==> src/rtl/core/bmfs_pkg.sv <==
// Package for the battery mode and FET sequencer.
// Holds the mode, system state and sequencer step codes, register indexes and beat types.
// Depends on nothing; every other file of the block but bmfs_stream_if imports it.
`default_nettype none

package bmfs_pkg;

  localparam int TIMER_W = 16;
  localparam int CFG_INDEX_W = 3;
  localparam int CFG_DATA_W = 16;

  typedef enum logic [1:0] {
    MODE_IDLE = 2'd0,
    MODE_DSG  = 2'd1,
    MODE_CHG  = 2'd2
  } mode_t;

  typedef enum logic [3:0] {
    ST_WORK           = 4'd0,
    ST_FAULT          = 4'd1,
    ST_UPDATING       = 4'd2,
    ST_CHARGE_IN      = 4'd3,
    ST_FULL           = 4'd4,
    ST_CHARGE_FAIL    = 4'd5,
    ST_CHARGING       = 4'd6,
    ST_DISCHARGING    = 4'd7,
    ST_SLEEP          = 4'd8,
    ST_DISCHARGE_FAIL = 4'd9
  } sys_state_t;

  typedef enum logic [1:0] {
    SEQ_PRE     = 2'd0,
    SEQ_OVERLAP = 2'd1,
    SEQ_MAIN    = 2'd2
  } seq_step_t;

  typedef enum logic [CFG_INDEX_W-1:0] {
    CFG_DSG_THRESHOLD = 3'd0,
    CFG_CHG_THRESHOLD = 3'd1,
    CFG_MODE_TICKS    = 3'd2,
    CFG_PRE_TICKS     = 3'd3,
    CFG_OVERLAP_TICKS = 3'd4
  } cfg_index_t;

  localparam logic [15:0] DSG_THRESHOLD_RESET = 16'd300;
  localparam logic [15:0] CHG_THRESHOLD_RESET = 16'd200;
  localparam logic [15:0] MODE_TICKS_RESET    = 16'd30;
  localparam logic [15:0] PRE_TICKS_RESET     = 16'd50;
  localparam logic [9:0]  OVERLAP_TICKS_RESET = 10'd10;

  typedef struct packed {
    logic        data_valid;
    logic [15:0] discharge_current;
    logic [15:0] charge_current;
    logic [6:0]  charge_flags;
    logic [4:0]  discharge_flags;
    logic        hard_fault;
    logic        upgrading;
    logic [2:0]  allow_flags;
    logic        discharge_reset;
    logic        external_output_on;
    logic        woke_from_sleep;
  } tick_t;

  typedef struct packed {
    logic [1:0] work_mode;
    logic [3:0] system_state;
    logic       predischarge_fet_on;
    logic       main_discharge_fet_on;
    logic       charge_fet_on;
    logic       protection_fet_enable;
  } result_t;

  typedef struct packed {
    logic       dis;
    logic       dsg_able;
    logic       short_c;
    logic       chg;
    logic [2:0] allow;
    logic       dreset;
    logic       ext;
    logic       wake;
  } fet_ctl_t;

  typedef struct packed {
    logic cm;
    logic md;
    logic pd;
  } fet_bits_t;

endpackage

`default_nettype wire

==> src/rtl/core/bmfs_stream_if.sv <==
// Valid/ready stream channel carrying one beat of a payload type.
// Used for the tick input and the result output; depends on nothing.
`default_nettype none

interface bmfs_stream_if #(
  parameter type payload_t = logic
) ();
  logic     valid;
  logic     ready;
  payload_t payload;

  modport source (output valid, output payload, input ready);
  modport sink (input valid, input payload, output ready);
endinterface

`default_nettype wire

==> src/rtl/core/bmfs_cfg_if.sv <==
// Register write channel: valid/ready with a register index and write data.
// Widths come from bmfs_pkg.
`default_nettype none

interface bmfs_cfg_if
  import bmfs_pkg::*;
();
  logic                  valid;
  logic                  ready;
  logic [CFG_INDEX_W-1:0] index;
  logic [CFG_DATA_W-1:0]  data;

  modport source (output valid, output index, output data, input ready);
  modport sink (input valid, input index, input data, output ready);
endinterface

`default_nettype wire

==> src/rtl/core/battery_mode_and_fet_sequencer.sv <==
// Battery mode and FET sequencer top level: tick input register, state update, result register.
// Depends on bmfs_pkg, bmfs_stream_if, bmfs_cfg_if, bmfs_mode_qual and bmfs_fet_seq.
// Each tick beat is taken into an input register and processed into a result register; it
// accepts a beat every cycle unless the result stalls, and a result is valid once its tick has
// passed both registers; a stalled result holds the input register, one beat deep, before ready
// drops. Registers may be written at any time through cfg, which is always ready, but take
// effect on the next tick processed. A tick with data_valid low drops the work mode to idle,
// restarts the pre-discharge sequence and leaves the system state and FET drives unchanged.
`default_nettype none

module battery_mode_and_fet_sequencer
  import bmfs_pkg::*;
#(
  parameter int RUN_COUNT_WIDTH = 16,
  parameter int CURRENT_WIDTH   = 16
) (
  input  logic           clk,
  input  logic           rst,
  bmfs_cfg_if.sink       cfg,
  bmfs_stream_if.sink    tick,
  bmfs_stream_if.source  result
);

  logic        dsg_threshold;
  logic [15:0] dsg_thr;
  logic [15:0] chg_thr;
  logic [15:0] mode_ticks;
  logic [15:0] pre_ticks;
  logic [9:0]  overlap_ticks;

  logic        in_valid;
  tick_t       in_q;
  logic        out_valid;
  result_t     out_q;
  logic        advance;
  logic        en;

  mode_t       mode_next;
  sys_state_t  sys_state;
  sys_state_t  sys_state_next;
  sys_state_t  sys_class;
  fet_ctl_t    ctl;
  fet_bits_t   fet_next;

  assign dsg_threshold = 1'b0;
  assign cfg.ready = !dsg_threshold;

  always_ff @(posedge clk) begin
    if (rst) begin
      dsg_thr       <= DSG_THRESHOLD_RESET;
      chg_thr       <= CHG_THRESHOLD_RESET;
      mode_ticks    <= MODE_TICKS_RESET;
      pre_ticks     <= PRE_TICKS_RESET;
      overlap_ticks <= OVERLAP_TICKS_RESET;
    end else if (cfg.valid && cfg.ready) begin
      unique case (cfg.index)
        CFG_DSG_THRESHOLD: dsg_thr       <= cfg.data;
        CFG_CHG_THRESHOLD: chg_thr       <= cfg.data;
        CFG_MODE_TICKS:    mode_ticks    <= cfg.data;
        CFG_PRE_TICKS:     pre_ticks     <= cfg.data;
        CFG_OVERLAP_TICKS: overlap_ticks <= cfg.data[9:0];
        default: begin
        end
      endcase
    end
  end

  assign advance = in_valid && (!out_valid || result.ready);
  assign en = advance;
  assign tick.ready = !in_valid || advance;

  always_ff @(posedge clk) begin
    if (rst) begin
      in_valid <= 1'b0;
    end else if (tick.ready) begin
      in_valid <= tick.valid;
    end
  end

  always_ff @(posedge clk) begin
    if (tick.valid && tick.ready) begin
      in_q <= tick.payload;
    end
  end

  bmfs_mode_qual #(
    .RUN_COUNT_WIDTH (RUN_COUNT_WIDTH),
    .CURRENT_WIDTH   (CURRENT_WIDTH)
  ) u_mode_qual (
    .clk                 (clk),
    .rst                 (rst),
    .en                  (en),
    .tick_valid          (in_q.data_valid),
    .discharge_current   (in_q.discharge_current),
    .charge_current      (in_q.charge_current),
    .discharge_threshold (dsg_thr),
    .charge_threshold    (chg_thr),
    .mode_ticks          (mode_ticks),
    .mode_next           (mode_next)
  );

  always_comb begin
    sys_class = ST_WORK;
    priority if (in_q.hard_fault) begin
      sys_class = ST_FAULT;
    end else if (in_q.upgrading) begin
      sys_class = ST_UPDATING;
    end else if (in_q.charge_flags[0]) begin
      priority if (|in_q.charge_flags[2:1]) begin
        sys_class = ST_FULL;
      end else if (|in_q.charge_flags[5:3]) begin
        sys_class = ST_CHARGE_FAIL;
      end else if (mode_next == MODE_CHG) begin
        sys_class = ST_CHARGING;
      end else if (mode_next == MODE_DSG) begin
        sys_class = ST_DISCHARGING;
      end else begin
        sys_class = ST_CHARGE_IN;
      end
    end else if (mode_next == MODE_DSG) begin
      sys_class = ST_DISCHARGING;
    end else if (in_q.discharge_flags[4]) begin
      sys_class = ST_SLEEP;
    end else if (in_q.discharge_flags[3]) begin
      sys_class = ST_DISCHARGE_FAIL;
    end else begin
      sys_class = ST_WORK;
    end
  end

  assign sys_state_next = in_q.data_valid ? sys_class : sys_state;

  always_ff @(posedge clk) begin
    if (rst) begin
      sys_state <= ST_WORK;
    end else if (en) begin
      sys_state <= sys_state_next;
    end
  end

  assign ctl.dis      = in_q.discharge_flags[0];
  assign ctl.dsg_able = in_q.discharge_flags[1];
  assign ctl.short_c  = in_q.discharge_flags[2];
  assign ctl.chg      = in_q.charge_flags[6];
  assign ctl.allow    = in_q.allow_flags;
  assign ctl.dreset   = in_q.discharge_reset;
  assign ctl.ext      = in_q.external_output_on;
  assign ctl.wake     = in_q.woke_from_sleep;

  bmfs_fet_seq u_fet_seq (
    .clk           (clk),
    .rst           (rst),
    .en            (en),
    .tick_valid    (in_q.data_valid),
    .ctl           (ctl),
    .mode          (mode_next),
    .pre_ticks     (pre_ticks),
    .overlap_ticks (overlap_ticks),
    .fet_next      (fet_next)
  );

  always_ff @(posedge clk) begin
    if (rst) begin
      out_valid <= 1'b0;
    end else if (advance) begin
      out_valid <= 1'b1;
    end else if (result.ready) begin
      out_valid <= 1'b0;
    end
  end

  always_ff @(posedge clk) begin
    if (advance) begin
      out_q.work_mode             <= mode_next;
      out_q.system_state          <= sys_state_next;
      out_q.predischarge_fet_on   <= fet_next.pd;
      out_q.main_discharge_fet_on <= fet_next.md;
      out_q.charge_fet_on         <= fet_next.cm;
      out_q.protection_fet_enable <= ctl.dis || ctl.chg;
    end
  end

  assign result.valid   = out_valid;
  assign result.payload = out_q;

  a_advance_fills_result: assert property (
    @(posedge clk) disable iff (rst)
    advance |=> out_valid
  ) else $error("processed tick did not reach the result register");

  a_invalid_tick_idles: assert property (
    @(posedge clk) disable iff (rst)
    advance && !in_q.data_valid |=> out_q.work_mode == MODE_IDLE
  ) else $error("invalid tick left the work mode active");

  a_dreset_opens_predischarge: assert property (
    @(posedge clk) disable iff (rst)
    advance && in_q.data_valid && in_q.discharge_reset |=> !out_q.predischarge_fet_on
  ) else $error("pre-discharge FET driven during discharge reset");

  a_invalid_tick_holds_state: assert property (
    @(posedge clk) disable iff (rst)
    advance && !in_q.data_valid |=> out_q.system_state == $past(sys_state)
  ) else $error("invalid tick changed the system state");

endmodule

`default_nettype wire

==> src/rtl/core/bmfs_mode_qual.sv <==
// Mode qualifier: three saturating run counters and the work mode register.
// Depends on bmfs_pkg.
`default_nettype none

module bmfs_mode_qual
  import bmfs_pkg::*;
#(
  parameter int RUN_COUNT_WIDTH = 16,
  parameter int CURRENT_WIDTH   = 16
) (
  input  logic        clk,
  input  logic        rst,
  input  logic        en,
  input  logic        tick_valid,
  input  logic [15:0] discharge_current,
  input  logic [15:0] charge_current,
  input  logic [15:0] discharge_threshold,
  input  logic [15:0] charge_threshold,
  input  logic [15:0] mode_ticks,
  output mode_t       mode_next
);

  localparam logic [RUN_COUNT_WIDTH-1:0] RUN_MAX = '1;
  localparam int CMP_W = (RUN_COUNT_WIDTH > 16) ? RUN_COUNT_WIDTH : 16;
  localparam logic [15:0] CUR_MASK =
    (CURRENT_WIDTH >= 16) ? 16'hFFFF : 16'((32'd1 << CURRENT_WIDTH) - 32'd1);

  function automatic logic [RUN_COUNT_WIDTH-1:0] run_step(
    input logic [RUN_COUNT_WIDTH-1:0] run,
    input logic                       hold
  );
    logic [RUN_COUNT_WIDTH-1:0] r;
    if (!hold) begin
      r = '0;
    end else if (run == RUN_MAX) begin
      r = RUN_MAX;
    end else begin
      r = run + 1'b1;
    end
    return r;
  endfunction

  mode_t                      mode;
  logic [RUN_COUNT_WIDTH-1:0] dsg_run;
  logic [RUN_COUNT_WIDTH-1:0] chg_run;
  logic [RUN_COUNT_WIDTH-1:0] idle_run;
  logic [RUN_COUNT_WIDTH-1:0] dsg_run_next;
  logic [RUN_COUNT_WIDTH-1:0] chg_run_next;
  logic [RUN_COUNT_WIDTH-1:0] idle_run_next;
  logic                       dsg_hi;
  logic                       chg_hi;
  logic [CMP_W-1:0]           ticks_ext;

  assign dsg_hi = (discharge_current & CUR_MASK) > discharge_threshold;
  assign chg_hi = (charge_current & CUR_MASK) > charge_threshold;
  assign ticks_ext = CMP_W'(mode_ticks);

  always_comb begin
    dsg_run_next  = dsg_run;
    chg_run_next  = chg_run;
    idle_run_next = idle_run;
    mode_next     = MODE_IDLE;
    if (tick_valid) begin
      dsg_run_next  = run_step(dsg_run, dsg_hi);
      chg_run_next  = run_step(chg_run, chg_hi);
      idle_run_next = run_step(idle_run, !(dsg_hi || chg_hi));
      mode_next     = mode;
      if (CMP_W'(dsg_run_next) > ticks_ext) begin
        mode_next = MODE_DSG;
      end
      if (CMP_W'(chg_run_next) > ticks_ext) begin
        mode_next = MODE_CHG;
      end
      if (CMP_W'(idle_run_next) > ticks_ext) begin
        mode_next = MODE_IDLE;
      end
    end
  end

  always_ff @(posedge clk) begin
    if (rst) begin
      mode     <= MODE_IDLE;
      dsg_run  <= '0;
      chg_run  <= '0;
      idle_run <= '0;
    end else if (en) begin
      mode     <= mode_next;
      dsg_run  <= dsg_run_next;
      chg_run  <= chg_run_next;
      idle_run <= idle_run_next;
    end
  end

endmodule

`default_nettype wire

==> src/rtl/core/bmfs_fet_seq.sv <==
// Pre-discharge FET sequencer with wake latch and charge/discharge FET forcing.
// Depends on bmfs_pkg.
`default_nettype none

module bmfs_fet_seq
  import bmfs_pkg::*;
(
  input  logic             clk,
  input  logic             rst,
  input  logic             en,
  input  logic             tick_valid,
  input  fet_ctl_t         ctl,
  input  mode_t            mode,
  input  logic [15:0]      pre_ticks,
  input  logic [9:0]       overlap_ticks,
  output fet_bits_t        fet_next
);

  seq_step_t          step;
  seq_step_t          step_next;
  seq_step_t          step_wake;
  logic [TIMER_W-1:0] timer;
  logic [TIMER_W-1:0] timer_next;
  logic [TIMER_W-1:0] timer_pre;
  logic [TIMER_W-1:0] timer_inc;
  fet_bits_t          fet;
  logic               wake_pending;
  logic               wake_pending_next;
  logic               act;
  logic [TIMER_W:0]   overlap_end;

  assign act = !ctl.dreset &&
               (((ctl.dis || ctl.dsg_able) && ctl.allow[0]) ||
                (ctl.allow[1] && !ctl.short_c));
  assign overlap_end = {1'b0, pre_ticks} + (TIMER_W + 1)'(overlap_ticks);
  assign timer_pre = (ctl.ext && step_wake == SEQ_PRE) ? pre_ticks : timer;
  assign timer_inc = (&timer_pre) ? timer_pre : timer_pre + 1'b1;

  always_comb begin
    step_wake = step;
    if ((ctl.wake || wake_pending) && ctl.dis && fet.md) begin
      step_wake = SEQ_MAIN;
    end
  end

  // Next step, timer and wake latch.
  always_comb begin
    step_next         = SEQ_PRE;
    timer_next        = '0;
    wake_pending_next = wake_pending || ctl.wake;
    if (tick_valid) begin
      wake_pending_next = 1'b0;
      if (act) begin
        unique case (step_wake)
          SEQ_PRE: begin
            timer_next = timer_inc;
            step_next  = (timer_inc > pre_ticks) ? SEQ_OVERLAP : SEQ_PRE;
          end
          SEQ_OVERLAP: begin
            if ({1'b0, timer_inc} > overlap_end) begin
              step_next  = SEQ_MAIN;
              timer_next = '0;
            end else begin
              step_next  = SEQ_OVERLAP;
              timer_next = timer_inc;
            end
          end
          SEQ_MAIN: begin
            step_next  = SEQ_MAIN;
            timer_next = timer;
          end
          default: begin
            step_next  = SEQ_PRE;
            timer_next = '0;
          end
        endcase
      end
    end
  end

  // FET drives.
  always_comb begin
    fet_next = fet;
    if (tick_valid) begin
      fet_next.pd = 1'b0;
      fet_next.md = 1'b0;
      if (act) begin
        unique case (step_wake)
          SEQ_PRE: begin
            fet_next.pd = 1'b1;
            fet_next.md = ctl.ext;
          end
          SEQ_OVERLAP: begin
            fet_next.pd = 1'b1;
            fet_next.md = 1'b1;
          end
          SEQ_MAIN: begin
            fet_next.md = 1'b1;
          end
          default: begin
            fet_next.pd = 1'b0;
          end
        endcase
      end
      if (mode == MODE_CHG && ctl.chg) begin
        fet_next.md = 1'b1;
      end
      fet_next.cm = (mode == MODE_DSG && ctl.dis) ? 1'b1 : ctl.chg;
      if ((ctl.dis || ctl.chg) && ctl.allow[2] && !ctl.short_c) begin
        fet_next.cm = 1'b1;
      end
    end
  end

  always_ff @(posedge clk) begin
    if (rst) begin
      step         <= SEQ_PRE;
      timer        <= '0;
      fet          <= '0;
      wake_pending <= 1'b0;
    end else if (en) begin
      step         <= step_next;
      timer        <= timer_next;
      fet          <= fet_next;
      wake_pending <= wake_pending_next;
    end
  end

endmodule

`default_nettype wire

==> src/flat_wrapper.sv <==
// flat-port wrapper written by rule: the top's interface ports become plain ports
module battery_mode_and_fet_sequencer_flat import bmfs_pkg::*;
#(
  parameter int RUN_COUNT_WIDTH = 16,
  parameter int CURRENT_WIDTH   = 16
)
  (clk, rst, cfg_valid, cfg_index, cfg_data, cfg_ready, tick_valid, tick_payload, tick_ready, result_valid, result_payload, result_ready);
  bmfs_cfg_if cfg_i ();
  bmfs_stream_if #(.payload_t(tick_t)) tick_i ();
  bmfs_stream_if #(.payload_t(result_t)) result_i ();
  input  logic clk;
  input  logic rst;
  input wire logic [$bits(cfg_i.valid)-1:0] cfg_valid;
  input wire logic [$bits(cfg_i.index)-1:0] cfg_index;
  input wire logic [$bits(cfg_i.data)-1:0] cfg_data;
  output wire logic [$bits(cfg_i.ready)-1:0] cfg_ready;
  input wire logic [$bits(tick_i.valid)-1:0] tick_valid;
  input wire logic [$bits(tick_i.payload)-1:0] tick_payload;
  output wire logic [$bits(tick_i.ready)-1:0] tick_ready;
  output wire logic [$bits(result_i.valid)-1:0] result_valid;
  output wire logic [$bits(result_i.payload)-1:0] result_payload;
  input wire logic [$bits(result_i.ready)-1:0] result_ready;
  assign cfg_i.valid = cfg_valid;
  assign cfg_i.index = cfg_index;
  assign cfg_i.data = cfg_data;
  assign cfg_ready = cfg_i.ready;
  assign tick_i.valid = tick_valid;
  assign tick_i.payload = tick_payload;
  assign tick_ready = tick_i.ready;
  assign result_valid = result_i.valid;
  assign result_payload = result_i.payload;
  assign result_i.ready = result_ready;
  battery_mode_and_fet_sequencer #(.RUN_COUNT_WIDTH(RUN_COUNT_WIDTH), .CURRENT_WIDTH(CURRENT_WIDTH)) u_core (.clk(clk), .rst(rst), .cfg(cfg_i), .tick(tick_i), .result(result_i));
endmodule
==> config.mk <==
export PLATFORM = sky130hd
export DESIGN_NAME = battery_mode_and_fet_sequencer_flat
export DESIGN_NICKNAME = d
export VERILOG_FILES = /design/src/rtl/core/bmfs_pkg.sv /design/src/rtl/core/bmfs_stream_if.sv /design/src/rtl/core/bmfs_cfg_if.sv /design/src/rtl/core/battery_mode_and_fet_sequencer.sv /design/src/rtl/core/bmfs_mode_qual.sv /design/src/rtl/core/bmfs_fet_seq.sv /design/src/flat_wrapper.sv
export SDC_FILE = /design/constraint.sdc
export NUM_CORES = 1
export LEC_CHECK = 0
export BUFFER_PORTS_ARGS = -buffer_cell sky130_fd_sc_hd__buf_2
export CAP_MARGIN = 30
export CORE_MARGIN = 2
export CORE_UTILIZATION = 46
export CTS_CLUSTER_DIAMETER = 80
export DETAILED_ROUTE_END_ITERATION = 10
export PLACE_DENSITY = 0.7
export SETUP_SLACK_MARGIN = 0.05
export SYNTH_ARGS = -nofsm -noshare
export SYNTH_HDL_FRONTEND = slang
export SYNTH_HIERARCHICAL = 1
export SYNTH_SLANG_ARGS = --single-unit
==> constraint.sdc <==
create_clock -name clk -period 5.8 [get_ports clk]
set_input_delay 0 -clock clk [delete_from_list [all_inputs] [get_ports clk]]
set_output_delay 0 -clock clk [all_outputs]
set_load 0.005 [all_outputs]
==> impl_summary.log <==
[metrics] number of enable-type register cells in the synthesized netlist: 63
[metrics] Leak Pwr: 6.05 nW
[metrics] total iterations of the first detailed-routing run: 5
[metrics] fraction of the mapped netlist area in adder cells: 12.8%
[metrics] gate count after technology mapping: 1503
[metrics] Final period util: 90.0%
[metrics] largest area contributor in the netlist: sky130_fd_sc_hd__dfxtp_1
[metrics] met2 wire length: 15800 um
[metrics] slew of the pin with the lowest slew margin: 0.992 ns
[metrics] maximum number of pins on one net before global-route repair: 78
[metrics] final setup vio count: 0
[metrics] number of clock sinks: 215
[metrics] setup repair after global routing missed its margin: no
[metrics] ratio of routed vias to standard cells: 5.68
[metrics] die area: 29700 um^2
[metrics] result of the run: complete, no violations
[metrics] hold crit path type: in -> reg
[metrics] I/O pin count: 90
[metrics] power density normalized to cell area: 233 nW/um^2
[metrics] topmost layer with routed signal wires: met4
[metrics] max-capacitance violation count: 0
[metrics] wire length on met1: 15700 um
[metrics] Net count, final: 1846
[metrics] CTS root buffer: sky130_fd_sc_hd__clkbuf_16
[metrics] nets in the synthesized netlist: 1713
[metrics] Final TNS setup: 0 ns
[metrics] signed area change from the synthesized netlist to the final layout: 17.1%
[metrics] timing endpoint of the critical path: u_core/sys_state[2]
[metrics] final routed wirelength across all metal layers: 34700 um
[metrics] height of the chip: 172 um
[metrics] top-count cell post-synth: sky130_fd_sc_hd__nand2_1
[metrics] ratio of cells with drive above 1 in the final layout: 10.8%
[metrics] later-pin clock latency in the skew report: 0.54 ns
[metrics] area share of and/or/nand/nor cells after synthesis: 21.2%
[metrics] largest vdd supply drop: 0.000246 V
[metrics] initial core utilization: 46.8%
[metrics] critical register-to-register path endpoint: u_core/sys_state[2]
[metrics] final global-route overflow total: 0
[metrics] #FFs+latches synth: 215
[metrics] worst endpoint data arrival time: 5.65 ns
[metrics] Post-synth top flop: sky130_fd_sc_hd__dfxtp_1
[metrics] worst reg2reg startpoint: u_core/in_q[50]
[metrics] mux contribution to synthesized area: 1.70%
[metrics] number of core rows: 61
[metrics] Max Clock Freq: 192 MHz
[metrics] remaining routing DRC violations: 0
[metrics] share of the synthesized netlist area taken by xor and xnor gates: 3.90%
[metrics] startpoint kind of the worst setup timing path: register
[metrics] count of fill cells added during filler insertion: 2516
[metrics] max_slew headroom: 33.6%
[metrics] Overall Power: 3.56 mW
[metrics] Antenna Diode Count: 0
[metrics] final count of pins violating max slew: 0
[metrics] placed wire-length estimate after detailed placement: 24000 um
[metrics] worst setup skew after layout: 0.0250 ns
[metrics] number of buffers created by CTS: 25
[metrics] critical-path maximum fanout: 26
[metrics] Avg Inst Size Synth: 8.67 um^2
[metrics] via count of the first global-routing pass: 11100
[metrics] first-pass GRT wire length: 56000 um
[metrics] final critical-path setup slack: 0.581 ns
[metrics] top cells by area in the synthesized netlist: sky130_fd_sc_hd__dfxtp_1, sky130_fd_sc_hd__edfxtp_1, sky130_fd_sc_hd__ha_1, sky130_fd_sc_hd__a21oi_1, sky130_fd_sc_hd__nand2_1
[metrics] worst setup path class: reg -> reg
[metrics] netlist area before placement: 13000 um^2
[metrics] number of nets still failing antenna checks after routing: 0
[metrics] post-synth cell types: 88
[metrics] CTS H-Tree Depth: 1
[metrics] Hold Fails Final Rpt: 0
[metrics] category of the worst setup path capture point: register
[metrics] amount of wire on met3 after detailed routing: 2160 um
[metrics] register-to-register path setup slack: 0.58 ns
[metrics] count of cells resized by post-cts repair: 0
[metrics] area of the core region: 27900 um^2
[metrics] top cells by count, synth: sky130_fd_sc_hd__nand2_1, sky130_fd_sc_hd__a21oi_1, sky130_fd_sc_hd__dfxtp_1
[metrics] number of antenna violations at the first check in global routing: 0
[metrics] share of the synthesized area in compound gates (AO/OA/AOI/OAI): 17.0%
[metrics] clock buffer depth: 3
[metrics] number of cells on the worst reg-to-reg path: 18
[metrics] input/output buffers: 88
[metrics] required time of the worst setup path: 6.23 ns
[metrics] crit path launch: u_core/in_q[50]
[metrics] average detailed-routed wire length per instance: 17.1 um
[metrics] number of design-rule violations left by the first detailed-router iteration: 875
[metrics] Warnings, synthesis: 6
[metrics] sequential-to-total area share from yosys stat: 37.9%
[metrics] clock tree from TritonCTS: done
[metrics] die span in x: 172 um
[metrics] worst slack, placed: 0.733 ns
[metrics] total track usage: 23.4%
[metrics] shortest period the worst path allows: 5.22 ns
[metrics] register clock-pin slew on the reported worst setup and hold paths: 0.06 ns
[metrics] area share of the leading cell type in the synthesized netlist: 23.4%
[metrics] largest family of logic cells by synthesized area: simple AND/OR/NAND/NOR gates
[metrics] global placer's final weighted congestion: 0.901
[metrics] fraction of synthesis flops using an asynchronous set or reset pin: 0%
[metrics] number of vias in the routed layout: 11500
[critical path, stage by stage, from the launching register on]
cell	delay, ns
sky130_fd_sc_hd__edfxtp_1	0.37
sky130_fd_sc_hd__ha_1	0.33
sky130_fd_sc_hd__nand4_1	0.15
sky130_fd_sc_hd__nor4_1	0.50
sky130_fd_sc_hd__a211o_1	0.23
sky130_fd_sc_hd__nand2_1	0.09
sky130_fd_sc_hd__nand2_1	0.68
sky130_fd_sc_hd__nor2_1	0.16
sky130_fd_sc_hd__ha_1	0.33
sky130_fd_sc_hd__a21oi_1	0.13
sky130_fd_sc_hd__o21ai_0	0.10
sky130_fd_sc_hd__a221o_1	0.36
sky130_fd_sc_hd__a211o_1	0.25
sky130_fd_sc_hd__a21oi_1	0.22
sky130_fd_sc_hd__o21a_1	0.21
sky130_fd_sc_hd__inv_1	0.06
sky130_fd_sc_hd__ha_1	0.29
sky130_fd_sc_hd__a2111o_1	0.40
sky130_fd_sc_hd__a311oi_2	0.23
[kinds of logic after synthesis]
kind of cell               count (synthesis)
and+or+nand+nor                          564
AOI/OAI and AO/OA                        356
DFF                                      215
buffers and inverters                    155
adders and majority gates                133
xor gates and xnor gates                  58
muxes                                     21
other                                      1
[metrics by stage]
stage / hold slack [ns] / cells / util, % / instance area, um^2
2_1_floorplan: 0.0989 / 1503 / - / 13000
3_3_place_gp: 0.176 / 1912 / 49.0 / 13700
3_5_place_dp: 0.178 / 1913 / 49.1 / 13700
4_1_cts: 0.0686 / 2033 / 54.8 / 15300
5_1_grt: 0.114 / 2033 / 54.8 / 15300
6_report: 0.0882 / 2033 / 54.8 / 15300
[worst min-delay path by stage]
stage / slack [ns] / to / startpoint / depth (start not counted)
floorplan: 0.1 / u_core/ctl[0] / tick_payload[0] / 0
global placement: 0.18 / u_core/in_q[22] / tick_payload[22] / 1
detailed placement: 0.18 / u_core/in_q[22] / tick_payload[22] / 1
CTS: 0.07 / u_core/overlap_ticks[6] / cfg_index[2] / 4
global route: 0.11 / u_core/overlap_ticks[0] / cfg_index[2] / 4
finish: 0.09 / u_core/overlap_ticks[0] / cfg_index[2] / 4
[cell type report]
| cell class | instances | area, um^2 | area share [%] |
|---|---|---|---|
| Clock inverter | 14 | 146 | 0.960 |
| Tap cell | 378 | 473 | 3.10 |
| Inverter | 83 | 312 | 2.04 |
| Timing Repair Buffer | 178 | 1320 | 8.68 |
| Sequential cell | 215 | 4930 | 32.4 |
| Multi-Input combinational cell | 1133 | 7380 | 48.4 |
| Clock buffer | 32 | 683 | 4.48 |
[flip-flops by register name (all words and copies together), names as in the netlist, 2 cells and up]
register	flops
u_core/u_mode_qual/dsg_run	16
u_core/dsg_thr	16
u_core/u_mode_qual/mode	2
u_core/in_q	43
u_core/chg_thr	16
u_core/sys_state	4
u_core/overlap_ticks	10
u_core/u_mode_qual/chg_run	16
u_core/mode_ticks	16
u_core/u_fet_seq/step	2
u_core/result.payload	10
u_core/u_fet_seq/fet	3
u_core/pre_ticks	16
u_core/u_mode_qual/idle_run	16
u_core/ctl	10
u_core/u_fet_seq/timer	16
[what timing repair did]
| item | 4_1_cts | 5_1_grt |
|---|---|---|
| endpoints found under the setup margin | 0 | 0 |
| endpoints found under the hold margin | 139 | 0 |
| buffers inserted | 0 | 0 |
| hold buffers | 74 | 0 |
[power breakdown]
part	internal, mW	switching (mW)
clock	0.930	0.655
combinational	0.145	0.209
sequential	1.59	0.0255
total	2.67	0.890
[routing by layer]
metal	up-vias	GRT usage [%]
li1	5655	-
met1	5432	31.6
met2	385	38.3
met3	74	3.57
met4	0	7.64
met5	-	0
[cell usage in the layout, fill, tap and decap left out, drive strengths merged, types with 17 or more instances in the layout]
cell / count
dlygate4sd3: 74
inv: 84
nand3b: 23
nor2: 83
dfxtp: 152
mux2i: 18
edfxtp: 63
o21ai: 36
and3: 18
xnor2: 35
ha: 132
a21oi: 187
clkbuf: 32
nor3: 29
nand2: 228
nand3: 66
o31ai: 18
nand4: 42
buf: 104
a21o: 17
xor2: 23
No activity file was read; power rests on OpenSTA's default activity.
